<file path="config.mk">
export PLATFORM = sky130hd
export DESIGN_NAME = touch_calibrate_average
export DESIGN_NICKNAME = d
export VERILOG_FILES = /design/src/hw/rtl/tca_pkg.sv /design/src/hw/rtl/tca_front.sv /design/src/hw/rtl/tca_back.sv /design/src/hw/rtl/touch_calibrate_average.sv
export VERILOG_INCLUDE_DIRS = /design/src /design/src/hw/rtl
export SDC_FILE = /design/constraint.sdc
export NUM_CORES = 1
export LEC_CHECK = 0
export ABC_AREA = 0
export BUFFER_PORTS_ARGS = -buffer_cell sky130_fd_sc_hd__buf_2
export CORE_ASPECT_RATIO = 0.9
export CORE_MARGIN = 1.5
export CORE_UTILIZATION = 35
export DETAILED_ROUTE_END_ITERATION = 6
export PLACE_DENSITY = 0.56
export SLEW_MARGIN = 20
export SYNTH_ARGS = -nofsm -noshare
export SYNTH_HDL_FRONTEND = slang
export SYNTH_SLANG_ARGS = --single-unit
</file>
<file path="constraint.sdc">
create_clock -name clock -period 10.25 [get_ports clock]
set_clock_uncertainty 0.2 [all_clocks]
set_input_delay 2.5625 -clock clock [delete_from_list [all_inputs] [get_ports clock]]
set_output_delay 2.5625 -clock clock [all_outputs]
set_load 0.03 [all_outputs]
</file>
<file path="src/hw/rtl/touch_calibrate_average_macros.svh">
// assertion macros for the touch calibration block
`ifndef TOUCH_CALIBRATE_AVERAGE_MACROS_SVH
`define TOUCH_CALIBRATE_AVERAGE_MACROS_SVH
`ifndef SYNTHESIS
`define TCA_ASSERT_IMPL(label, clk, rst, prop, msg) \
   label: assert property (@(posedge clk) disable iff (rst) prop) else $error(msg);
`define TCA_ASSERT_NEVER(label, clk, rst, cond, msg) \
   label: assert property (@(posedge clk) disable iff (rst) !(cond)) else $error(msg);
`else
`define TCA_ASSERT_IMPL(label, clk, rst, prop, msg)
`define TCA_ASSERT_NEVER(label, clk, rst, cond, msg)
`endif
`endif

</file>
<file path="src/hw/rtl/tca_pkg.sv">
// types and constants shared by the touch calibration block
`timescale 1ns / 1ps
package tca_pkg;
   localparam int AVG_DEPTH = 4;
   localparam int CNT_W = $clog2(AVG_DEPTH + 1);
   localparam int IDX_W = (AVG_DEPTH > 1) ? $clog2(AVG_DEPTH) : 1;
   localparam logic [8:0] SCREEN_W = 9'd240;
   localparam logic [8:0] SCREEN_H = 9'd320;
   localparam logic [2:0] REG_X_MIN = 3'd0;
   localparam logic [2:0] REG_X_MAX = 3'd1;
   localparam logic [2:0] REG_Y_MIN = 3'd2;
   localparam logic [2:0] REG_Y_MAX = 3'd3;
   localparam logic [2:0] REG_SWAP = 3'd4;
   localparam logic [2:0] REG_INV_X = 3'd5;
   localparam logic [2:0] REG_INV_Y = 3'd6;

   typedef struct packed {
      logic        pen_down;
      logic [15:0] raw_x_word;
      logic [15:0] raw_y_word;
   } req_type;

   typedef struct packed {
      logic [7:0] coord_x;
      logic [8:0] coord_y;
      logic       touch_valid;
   } rsp_type;

   // classified item handed from front to back
   typedef struct packed {
      logic        pen_down;
      logic [11:0] off_x;
      logic [11:0] span_x;
      logic        sat_x;
      logic [11:0] off_y;
      logic [11:0] span_y;
      logic        sat_y;
   } job_type;
endpackage

</file>
<file path="src/hw/rtl/tca_front.sv">
// front: accepts items, extracts readings, applies swap and offsets, queues jobs
`timescale 1ns / 1ps
module tca_front import tca_pkg::*; (
   input  logic        clock,
   input  logic        reset,
   input  logic        req_valid,
   output logic        req_stall,
   input  req_type     req_data,
   input  logic [11:0] x_min,
   input  logic [11:0] x_max,
   input  logic [11:0] y_min,
   input  logic [11:0] y_max,
   input  logic        swap,
   output logic        job_valid,
   input  logic        job_take,
   output job_type     job_data
);
   job_type    q_ff [2];
   logic [1:0] cnt_ff, cnt_in;
   logic       wp_ff, rp_ff;
   logic [11:0] rx, ry, ax, ay;
   job_type    job;
   logic       push, pop;

   // reading extraction and axis correction
   always_comb begin
      rx = swap ? req_data.raw_y_word[14:3] : req_data.raw_x_word[14:3];
      ry = swap ? req_data.raw_x_word[14:3] : req_data.raw_y_word[14:3];
      ax = rx;
      ay = ry;
      job.pen_down = req_data.pen_down;
      job.off_x = (ax > x_min) ? ax - x_min : 12'd0;
      job.off_y = (ay > y_min) ? ay - y_min : 12'd0;
      job.sat_x = (x_max <= x_min);
      job.sat_y = (y_max <= y_min);
      job.span_x = x_max - x_min;
      job.span_y = y_max - y_min;
   end

   assign req_stall = (cnt_ff == 2'd2);
   assign push = req_valid && !req_stall;
   assign pop = job_valid && job_take;
   assign job_valid = (cnt_ff != 2'd0);
   assign job_data = q_ff[rp_ff];

   // two-entry job queue
   always_comb begin
      cnt_in = cnt_ff + {1'b0, push} - {1'b0, pop};
   end
   always_ff @(posedge clock) begin
      if (reset) begin
         cnt_ff <= 2'd0;
         wp_ff <= 1'b0;
         rp_ff <= 1'b0;
      end else begin
         cnt_ff <= cnt_in;
         if (push) wp_ff <= !wp_ff;
         if (pop) rp_ff <= !rp_ff;
      end
      if (push) q_ff[wp_ff] <= job;
   end
endmodule

</file>
<file path="src/hw/rtl/tca_back.sv">
// back: shared serial divider, mirroring, history and mean
`timescale 1ns / 1ps
`include "touch_calibrate_average_macros.svh"
module tca_back import tca_pkg::*; (
   input  logic       clock,
   input  logic       reset,
   input  logic       job_valid,
   output logic       job_take,
   input  job_type    job_data,
   input  logic       inv_x,
   input  logic       inv_y,
   output logic       rsp_valid,
   input  logic       rsp_stall,
   output rsp_type    rsp_data
);
   localparam logic [2:0] ST_IDLE = 3'd0;
   localparam logic [2:0] ST_DIVX = 3'd1;
   localparam logic [2:0] ST_DIVY = 3'd2;
   localparam logic [2:0] ST_SUM  = 3'd3;
   localparam logic [2:0] ST_MEAN = 3'd4;
   localparam logic [2:0] ST_OUT  = 3'd5;

   logic [2:0]  st_ff;
   job_type     job_ff;
   logic [20:0] num_ff;   // dividend shifting out the top
   logic [11:0] rem_ff;
   logic [19:0] quo_ff;
   logic [4:0]  bit_ff;
   logic [8:0]  vx_ff;
   logic [7:0]  hx_ff [AVG_DEPTH];
   logic [8:0]  hy_ff [AVG_DEPTH];
   logic [CNT_W-1:0] cnt_ff;
   logic [7:0]  held_x_ff;
   logic [8:0]  held_y_ff;
   logic [IDX_W+8:0] sx_ff;
   logic [IDX_W+9:0] sy_ff;
   logic [CNT_W-1:0] si_ff;
   logic [CNT_W-1:0] remx_ff, remy_ff;
   logic        rv_ff;
   rsp_type     rd_ff;
   logic [13:0] trial;
   logic [12:0] rem_sh;
   logic [11:0] dvs;
   logic [8:0]  q_sat, full, mir;
   logic        do_inv;
   logic [CNT_W:0]   remx_sh, remy_sh;
   logic [CNT_W+1:0] trialx, trialy;

   assign job_take = (st_ff == ST_IDLE) && !rv_ff;
   assign rsp_valid = rv_ff;
   assign rsp_data = rd_ff;

   // one restoring division step per cycle
   always_comb begin
      dvs = (st_ff == ST_DIVX) ? job_ff.span_x : job_ff.span_y;
      rem_sh = {rem_ff, num_ff[20]};
      trial = {1'b0, rem_sh} - {2'b0, dvs};
      full = (st_ff == ST_DIVX) ? SCREEN_W : SCREEN_H;
      do_inv = (st_ff == ST_DIVX) ? inv_x : inv_y;
      if (((st_ff == ST_DIVX) ? job_ff.sat_x : job_ff.sat_y) ||
          ({quo_ff, !trial[13]} > {12'd0, full}))
         q_sat = full;
      else
         q_sat = {quo_ff[7:0], !trial[13]};
      mir = do_inv ? full - q_sat : q_sat;
   end

   // mean step: both sums divided by the count, one quotient bit per cycle
   always_comb begin
      remx_sh = {remx_ff, sx_ff[IDX_W+8]};
      remy_sh = {remy_ff, sy_ff[IDX_W+9]};
      trialx = {1'b0, remx_sh} - {2'b0, cnt_ff};
      trialy = {1'b0, remy_sh} - {2'b0, cnt_ff};
   end

   always_ff @(posedge clock) begin
      if (reset) begin
         st_ff <= ST_IDLE;
         rv_ff <= 1'b0;
         cnt_ff <= '0;
         held_x_ff <= 8'd0;
         held_y_ff <= 9'd0;
         for (int i = 0; i < AVG_DEPTH; i++) begin
            hx_ff[i] <= 8'd0;
            hy_ff[i] <= 9'd0;
         end
      end else begin
         if (rv_ff && !rsp_stall) rv_ff <= 1'b0;
         case (st_ff)
            ST_IDLE: begin
               if (job_valid && job_take) begin
                  job_ff <= job_data;
                  if (!job_data.pen_down) begin
                     cnt_ff <= '0;
                     rd_ff <= '{held_x_ff, held_y_ff, 1'b0};
                     rv_ff <= 1'b1;
                  end else begin
                     num_ff <= 21'(job_data.off_x) * 21'(SCREEN_W);
                     rem_ff <= '0;
                     quo_ff <= '0;
                     bit_ff <= 5'd0;
                     st_ff <= ST_DIVX;
                  end
               end
            end
            ST_DIVX, ST_DIVY: begin
               if (bit_ff == 5'd20) begin
                  rem_ff <= '0;
                  quo_ff <= '0;
                  bit_ff <= 5'd0;
                  if (st_ff == ST_DIVX) begin
                     vx_ff <= mir;
                     num_ff <= 21'(job_ff.off_y) * 21'(SCREEN_H);
                     st_ff <= ST_DIVY;
                  end else begin
                     for (int i = AVG_DEPTH - 1; i > 0; i--) begin
                        hx_ff[i] <= hx_ff[i-1];
                        hy_ff[i] <= hy_ff[i-1];
                     end
                     hx_ff[0] <= vx_ff[7:0];
                     hy_ff[0] <= mir;
                     if (cnt_ff < CNT_W'(AVG_DEPTH)) cnt_ff <= cnt_ff + 1'b1;
                     sx_ff <= '0;
                     sy_ff <= '0;
                     si_ff <= '0;
                     st_ff <= ST_SUM;
                  end
               end else begin
                  num_ff <= {num_ff[19:0], 1'b0};
                  rem_ff <= trial[13] ? rem_sh[11:0] : trial[11:0];
                  quo_ff <= {quo_ff[18:0], !trial[13]};
                  bit_ff <= bit_ff + 5'd1;
               end
            end
            ST_SUM: begin
               // one history entry per cycle
               if (si_ff == cnt_ff) begin
                  remx_ff <= '0;
                  remy_ff <= '0;
                  bit_ff <= 5'd0;
                  st_ff <= ST_MEAN;
               end else begin
                  sx_ff <= sx_ff + (IDX_W+9)'(hx_ff[si_ff[IDX_W-1:0]]);
                  sy_ff <= sy_ff + (IDX_W+10)'(hy_ff[si_ff[IDX_W-1:0]]);
                  si_ff <= si_ff + 1'b1;
               end
            end
            ST_MEAN: begin
               // quotient bits shift into the sums, x lane is one bit narrower
               if (bit_ff < 5'(IDX_W + 9)) begin
                  sx_ff <= {sx_ff[IDX_W+7:0], !trialx[CNT_W+1]};
                  remx_ff <= trialx[CNT_W+1] ? remx_sh[CNT_W-1:0] : trialx[CNT_W-1:0];
               end
               sy_ff <= {sy_ff[IDX_W+8:0], !trialy[CNT_W+1]};
               remy_ff <= trialy[CNT_W+1] ? remy_sh[CNT_W-1:0] : trialy[CNT_W-1:0];
               if (bit_ff == 5'(IDX_W + 9)) begin
                  bit_ff <= 5'd0;
                  st_ff <= ST_OUT;
               end else begin
                  bit_ff <= bit_ff + 5'd1;
               end
            end
            ST_OUT: begin
               held_x_ff <= sx_ff[7:0];
               held_y_ff <= sy_ff[8:0];
               rd_ff <= '{sx_ff[7:0], sy_ff[8:0], 1'b1};
               rv_ff <= 1'b1;
               st_ff <= ST_IDLE;
            end
            default: st_ff <= ST_IDLE;
         endcase
      end
   end

   `TCA_ASSERT_NEVER(a_cnt_range, clock, reset, cnt_ff > CNT_W'(AVG_DEPTH), "count overflow")
   `TCA_ASSERT_IMPL(a_no_take_busy, clock, reset, (st_ff != ST_IDLE) |-> !job_take, "take while busy")
   `TCA_ASSERT_IMPL(a_out_valid, clock, reset, (st_ff == ST_OUT) |=> rsp_valid && rsp_data.touch_valid, "missing result")
endmodule

</file>
<file path="src/hw/rtl/touch_calibrate_average.sv">
// touch calibration top level: register file, front and back
// the back takes a new item only when idle and no result is waiting, and holds
// a serial divider (21 steps per axis), a history sum (one entry per cycle)
// and a mean division (12 steps); a two-item queue sits between front and back
// reset: synchronous active high, registers to defaults, history and held point to zero
`timescale 1ns / 1ps
module touch_calibrate_average import tca_pkg::*; (
   input  logic        clock,
   input  logic        reset,
   input  logic        req_valid,
   output logic        req_stall,
   input  req_type     req_data,
   output logic        rsp_valid,
   input  logic        rsp_stall,
   output rsp_type     rsp_data,
   input  logic        csr_valid,
   output logic        csr_ready,
   input  logic [2:0]  csr_index,
   input  logic [11:0] csr_wdata
);
   logic [11:0] x_min_ff, x_max_ff, y_min_ff, y_max_ff;
   logic        swap_ff, inv_x_ff, inv_y_ff;
   logic        job_valid, job_take;
   job_type     job_data;

   assign csr_ready = 1'b1;

   // configuration registers
   always_ff @(posedge clock) begin
      if (reset) begin
         x_min_ff <= 12'd0;
         x_max_ff <= 12'd4095;
         y_min_ff <= 12'd0;
         y_max_ff <= 12'd4095;
         swap_ff <= 1'b0;
         inv_x_ff <= 1'b0;
         inv_y_ff <= 1'b0;
      end else if (csr_valid) begin
         case (csr_index)
            REG_X_MIN: x_min_ff <= csr_wdata;
            REG_X_MAX: x_max_ff <= csr_wdata;
            REG_Y_MIN: y_min_ff <= csr_wdata;
            REG_Y_MAX: y_max_ff <= csr_wdata;
            REG_SWAP:  swap_ff <= csr_wdata[0];
            REG_INV_X: inv_x_ff <= csr_wdata[0];
            REG_INV_Y: inv_y_ff <= csr_wdata[0];
            default: ;
         endcase
      end
   end

   tca_front u_front (
      .clock, .reset, .req_valid, .req_stall, .req_data,
      .x_min(x_min_ff), .x_max(x_max_ff), .y_min(y_min_ff), .y_max(y_max_ff),
      .swap(swap_ff), .job_valid, .job_take, .job_data
   );

   tca_back u_back (
      .clock, .reset, .job_valid, .job_take, .job_data,
      .inv_x(inv_x_ff), .inv_y(inv_y_ff), .rsp_valid, .rsp_stall, .rsp_data
   );
endmodule
</file>
==> out/results.tsv, run 1 <==
metric	value	unit
Clock Latency Late Sink	580	ps
crit path max-delay cell type	dfxtp_1	
Yosys top cell area share	44.6	%
CTS tree	yes	
synthesis-to-finish area growth	12.6	%
Ys Warns	0	
final setup TNS	0	ps
RSZ-0062 raised after global routing	false	
Mapped Area	21500	sq um
main area contributors after synthesis	edfxtp_1 45%, ha_1 7.8%, dfxtp_1 7.6%, mux2_2 4.7%, nand2_1 3.3%	
Clk pin slew, worst setup/hold paths	60	ps
sequential share of the synthesized area	52.2	%
TritonRoute pass-1 iters	5	
Die X	265	um
Leak	9.16	nW
Core Box Area	61000	sq um
number of synthesized flops with an enable pin	320	
share of cells above drive strength 1	14.5	%
largest net degree at the start of global routing	69	
FMAX	174	MHz
vias in the first global route	13600	
critical path class	reg2reg	
die height	238	um
Worst-Margin Slew	950	ps
crit path launch type	flip-flop	
DRT iter0 DRCs	760	
clock root cell	clkbuf_16	
HP Class	reg2reg	
Starting Density	35.3	%
row cnt	86	
Routed Antenna Nets	0	
post-synth top area cell	edfxtp_1	
Detail Placement HPWL	32300	um
crit path DAT	5860	ps
period utilisation layout	56.0	%
Max Cap Viol	0	
die area	63100	sq um
first-pass GRT wire length	71800	um
Overflow after GRT	0	
Clock Tree Buf Depth	3	
Vias/cell	5.01	
register bit total from synthesis	402	
IO Count	74	
syn_nets	2071	
Avg WL per Cell	16.5	um
library cells used by synthesis	74	
WHS	252	ps
maximum VDD drop	0.247	mV
routed wire length	45100	um
drc violations	0	
Final min period	5740	ps
final setup violation count	0	
Critical Path Max Stage Delay	640	ps
hold_buf cts	0	
Slew HR	36.6	%
Port Buffers	64	
initial antenna violation count	0	
Total GRT Usage	14.2	%
endpoint class of the critical path	flip-flop	
Synth Flop Type	edfxtp_1	
Setup Fix Bufs, Post-CTS	0	
Crit Path Max Fanout	23	
routed vias	13700	
routability cong.	0.858	
TritonCTS Sinks	402	
Num CTS Buffers	45	
H-Tree Depth	2	
Setup WS pre-CTS	4530	ps
mean area per synthesized cell	11.6	sq um
Cell Chain, Critical Path	nor2b_4 > nand2b_2 > inv_6 > mux2i_1 > ha_1 > nor2b_1 > o31a_1 > and3_1 > o311ai_1 > nand2_1 > nand2_1 > ha_1 > inv_1 > a41o_1 > o221ai_1 > nor2_1 > o21a_1 > o41a_1	
pwr dens	265	nW/um^2
post-CTS sizing	0	
Crit path required time	10370	ps
Nets	2132	
outcome	complete, no violations	
Final Worst Setup Slack	4510	ps
post-synthesis cell count	1853	
Async SR Flop Fraction	0	%
final hold violation count	0	
final max-slew violation count	0	
-- final cells by class --
| class | count | area (sq um) |
|---|---|---|
| diodes | 1 | 2.50 |
| clock buffers | 60 | 1200 |
| clock inverters | 22 | 256 |
| fillers | 5742 | 36800 |
| inverters | 80 | 305 |
| multi-input cells | 1302 | 9770 |
| flip-flops and latches | 402 | 11300 |
| well taps | 792 | 991 |
| repair buffers | 83 | 482 |
-- stage by stage --
| step | instance area [sq um] | utilization [%] | std cells | total power, W |
|---|---|---|---|---|
| floorplan | 21500 | - | 1853 | 0.00428 |
| global placement | 22700 | 37.3 | 2657 | 0.00481 |
| finish | 24300 | 39.8 | 2742 | 0.00642 |
| CTS | 24200 | 39.7 | 2739 | 0.00649 |
| global route | 24300 | 39.8 | 2741 | 0.00687 |
| detailed placement | 22700 | 37.3 | 2657 | 0.00487 |
-- worst paths after layout --
kind	startpoint	endpoint	slack, ps	depth (start not counted)
worst min-delay path	y_min_ff[9]	y_min_ff[9]	250	2
worst min register to register	y_min_ff[9]	y_min_ff[9]	250	2
worst max register to register	u_back.st_ff[0]	u_back.hy_ff[0][8]	4510	18
worst max-delay path	u_back.st_ff[0]	u_back.hy_ff[0][8]	4510	18
-- cell usage in the layout, fill, tap and decap left out, drive strengths merged, types with 71 or more instances in the layout --
master    n
a21oi   119
and2     71
buf      83
dfxtp    82
edfxtp  320
ha      134
inv      81
mux2     89
nand2   193
nor2    121
-- kinds of logic (layout without fill, tap and decap cells) --
kind of cell               after synthesis  count (layout)  share of synthesized area, %
AOI/OAI and AO/OA                      314             314                          9.15
xor gates and xnor gates                92              92                          3.74
DFF                                    402             402                          52.2
and+or+nand+nor                        595             595                          13.7
other                                    1               2                        0.0174
muxes                                  135             135                          7.83
adders and majority gates              165             165                          10.7
buffers and inverters                  149             245                          2.73
-- registers in the layout (all words and copies together), names as in the netlist, 17 cells and up, named ones only --
name,count
u_back.hx_ff,32
u_front.q_ff,102
u_back.rsp_data,18
u_back.num_ff,17
u_back.job_ff,38
u_back.hy_ff,36
u_back.quo_ff,20
-- power by group --
part	internal, W	switching [W]
sequential	0.00213	0.000102
combinational	0.00111	0.00149
clock	0.000932	0.000653
-- synthesized netlist by cell type (7+ instances only) --
master / count
edfxtp_1: 320
nand2_1: 192
ha_1: 134
nor2_1: 121
a21oi_1: 119
mux2_2: 89
dfxtp_1: 82
inv_1: 79
and2_1: 71
o21ai_0: 63
clkbuf_1: 56
xnor2_1: 54
nor2b_1: 45
xor2_1: 38
fa_1: 31
mux2i_1: 28
a21o_1: 27
and3_1: 26
nand3_1: 26
nor3_1: 26
nand3b_1: 23
a211oi_1: 17
mux4_2: 17
nand4_1: 13
or3_1: 13
nand2b_1: 11
o21a_1: 10
o21bai_1: 9
buf_1: 8
nor4_1: 8
o31ai_1: 8
a31oi_1: 7
-- per-layer routing --
layer	part of all wire, %	up-vias	GRT usage [%]	wire length [um]
met5	0	-	0	0
met1	48	6606	19.3	21500
met3	3.6	77	2.29	1620
li1	-	6844	-	-
met2	46	216	23.1	20700
met4	2.8	0	5.05	1280
-- critical path: cells and delay by family, from the launching register on --
kind,cells,cell delay (ps)
adder cells (fa/ha/maj),2,470
flip-flops,1,640
buffers and inverters,2,340
multiplexers,1,320
AND/OR/NAND/NOR,7,1690
AO/OA/AOI/OAI,6,1800
Note: power is estimated with default switching activity, not from simulation.
==> inputs of run 2 (changes only) <==
- ABC_AREA: 0 -> 1
- clock period: 10.25 -> 5.4 ns (I/O delays scaled with it)
==> run 2 against run 1 <==
  * Wire length rose by 3.6%
  * Utilization rose by 0.10 points
  * Flip-flop and latch count unchanged
  * Final cell count grew 15%
  * Combinational power rose by 120%
  * Register-to-register slack worse by 3600 ps
  * Non-clock buffer count grew 3
  * Critical path depth grew 5
  * Synthesized area rose by 1.5%
  * Total power increased by 110%
  * Die area up 1.5%
  * Synthesized cell count up 20%
==> out/results.tsv, run 2 <==
metric	value	unit	change
outcome	complete, no violations		
Critical R2R Launch	u_back.st_ff[2]		
Async SR Flop Fraction	0	%	unchanged
Routed Antenna Nets	0		unchanged
synthesis-to-finish area growth	12.1	%	
Clock Latency Late Sink	570	ps	about the same
Crit path required time	5530	ps	-4840 ps
final max-slew violation count	0		unchanged
share of cells above drive strength 1	13.0	%	-1.5 points
NetSw	0.00512	W	+130%
post-synthesis cell count	2225		+20%
Leak	9.85	nW	+7.5%
Mapped Area	21900	sq um	+1.5%
register bit total from synthesis	402		unchanged
switching share of power	38.7	%	+3.7 points
Clk pin slew, worst setup/hold paths	60	ps	about the same
Detail Placement HPWL	34100	um	+5.6%
Port Buffers	64		unchanged
CTS tree	yes		
critical path class	reg2reg		
Yosys top cell area share	43.9	%	-0.68 points
clock root cell	clkbuf_16		
die area	64000	sq um	+1.5%
Design Power	0.0132	W	+110%
Avg WL per Cell	14.8	um	-10%
Num CTS Buffers	42		-6.7%
clock power share	22.2	%	-2.5 points
Nets	2506		+18%
number of synthesized flops with an enable pin	320		unchanged
Starting Density	35.5	%	+0.23 points
reg2reg setup slack	880	ps	-3630 ps
Vias/cell	4.80		-4.3%
row cnt	86		unchanged
endpoint class of the critical path	flip-flop		
max FFs per register	102		unchanged
internal power	0.00810	W	+94%
library cells used by synthesis	63		-15%
Ys Warns	0		unchanged
WHS	271	ps	+18.2 ps
Slew HR	30.1	%	-6.5 points
Largest regs	u_front.q_ff x102, u_back.job_ff x38, u_back.hy_ff x36		
crit path launch type	flip-flop		
post-CTS sizing	0		unchanged
drc violations	0		unchanged
Clock Tree Buf Depth	3		unchanged
RSZ-0062 raised after global routing	false		
crit path launch	u_back.st_ff[2]		
maximum VDD drop	0.462	mV	+87%
period utilisation layout	83.6	%	+28 points
most common cell after layout, fill and taps aside	edfxtp_1		
first-pass GRT wire length	76200	um	+6.1%
Reg with most FFs	u_front.q_ff		
top post-synthesis cells by count	320 x edfxtp_1, 303 x inv_1, 268 x nand2_1		
vias in the first global route	14800		+9.2%
ANT cells	0		-1
H-Tree Depth	2		unchanged
final setup violation count	0		unchanged
Die X	267	um	+0.76%
Crit Path Max Fanout	22		-4.3%
DRT iter0 DRCs	940		+24%
Inst Count DP	3079		+16%
post-synth top area cell	edfxtp_1		
HP Class	reg2reg		
Core Box Area	61500	sq um	+0.88%
pwr dens	539	nW/um^2	+100%
TritonRoute pass-1 iters	5		unchanged
R2R Path End	u_back.hy_ff[0][8]		
fillers	6063		+5.6%
FMAX	221	MHz	+27%
die height	240	um	+0.76%
main area contributors after synthesis	edfxtp_1 44%, ha_1 7.7%, dfxtp_1 7.5%, inv_1 5.2%, nand2_1 4.6%		
largest net degree at the start of global routing	54		-22%
Non-Filler Instances	3156		+15%
Max Cap Viol	0		unchanged
TritonCTS Sinks	402		unchanged
syn_nets	2443		+18%
Worst-Margin Slew	1050	ps	+97.0 ps
Setup Fix Bufs, Post-CTS	0		unchanged
R2R cell count	23		+5
Flop pwr share	33.5	%	-1.2 points
final setup TNS	0	ps	unchanged
routed wire length	46800	um	+3.6%
routability cong.	0.871		+1.5%
mean area per synthesized cell	9.83	sq um	-15%
hold_buf cts	0		unchanged
commonest cells after routing, fill and taps aside	320 x edfxtp_1, 303 x inv_1, 267 x nand2_1, 207 x nor2_1, 200 x a21oi_1		
sequential share of the synthesized area	51.4	%	-0.79 points
Overflow after GRT	0		unchanged
Logic pwr share	44.3	%	+3.7 points
initial antenna violation count	0		unchanged
most frequent cell after synthesis	edfxtp_1		
IO Count	74		unchanged
Final min period	4520	ps	-1220 ps
Total GRT Usage	14.8	%	+0.59 points
crit path to	u_back.hy_ff[0][8]		
routed vias	15100		+10%
Synth Flop Type	edfxtp_1		
final hold violation count	0		unchanged
crit path DAT	4650	ps	-1210 ps
run 2: cell count changes in the layout (fill, tap and decap cells not counted), sizes merged, moves of 30 or more:
cell   before  now
nor2b      46    0
and2       71    5
a21oi     119  203
inv        81  315
nand3      27   75
nand2     193  272
xnor2      54   24
mux2       89   49
nor2      121  257
o21ai      63  195
run 2: metal layers:
layer / routed length [um] / up-vias / track usage, %
li1: - / 7712 / -
met1: 22400 / 7054 / 20.3
met2: 21100 / 309 / 24.2
met3: 2070 / 69 / 2.17
met4: 1220 / 0 / 4.48
met5: 0 / - / 0
run 2: metrics by stage:
step / cell area (sq um) / setup WS (ps) / utilization (%)
finish: 24500 / 883 / 39.9
global placement: 23100 / 949 / 37.6
CTS: 24500 / 879 / 39.8
global route: 24500 / 473 / 39.9
floorplan: 21900 / 27.9 / -
detailed placement: 23100 / 914 / 37.6
run 2: cell families after synthesis:
family,Yosys count,synth area share [%]
xor+xnor,59,2.36
mux,61,3.07
buf+inv,382,6.90
flops,402,51.4
simple gates,676,13.6
fa+ha+maj,165,10.5
compound gates,479,12.1
other cells,1,0.0171
run 2: worst min-delay path by stage:
stage / from / endpoint / slack, ps / depth (start not counted)
after floorplan: u_front.cnt_ff[1] / u_front.cnt_ff[1] / 220 / 1
after global placement: u_front.cnt_ff[1] / u_front.cnt_ff[1] / 240 / 1
after detailed placement: u_front.cnt_ff[1] / u_front.cnt_ff[1] / 250 / 1
after CTS: u_front.cnt_ff[1] / u_front.cnt_ff[1] / 260 / 1
after global routing: u_front.cnt_ff[1] / u_front.cnt_ff[1] / 290 / 1
final: x_max_ff[7] / x_max_ff[7] / 270 / 2
run 2: power groups by stage:
stage | Combinational (W) | Sequential, W | Clock (W)
floorplan | 0.00448 | 0.00450 | 0
global placement | 0.00576 | 0.00448 | 0
detailed placement | 0.00587 | 0.00450 | 0
CTS | 0.00591 | 0.00444 | 0.00301
global route | 0.00675 | 0.00449 | 0.00312
finish | 0.00586 | 0.00443 | 0.00293
run 2: area by class of cell:
type / count / area, sq um / area share, %
Clock inverter: 24 / 287 / 1.17
Clock buffer: 52 / 1090 / 4.44
Sequential cell: 402 / 11300 / 45.9
Multi-Input combinational cell: 1441 / 9170 / 37.4
Tap cell: 836 / 1050 / 4.26
Timing Repair Buffer: 86 / 510 / 2.08
Inverter: 315 / 1180 / 4.82
run 2: critical path, cell delays in order, from the launching register on:
cell     delay, ps
dfxtp_1        430
inv_2          120
nand2_2        540
mux2i_1        410
ha_1           310
nand2_1         80
nor2_1          40
nand2_1         80
nand3_2        100
nand2_1        120
nand3_2        110
a21oi_4        210
inv_2          110
nand2_2        100
o21ai_0        180
ha_1           380
a21oi_1        180
nand2_1         90
a21oi_1        180
nand2_1         70
nand2_1         60
nand3_1         60
nand2_1         70
inv_1           40
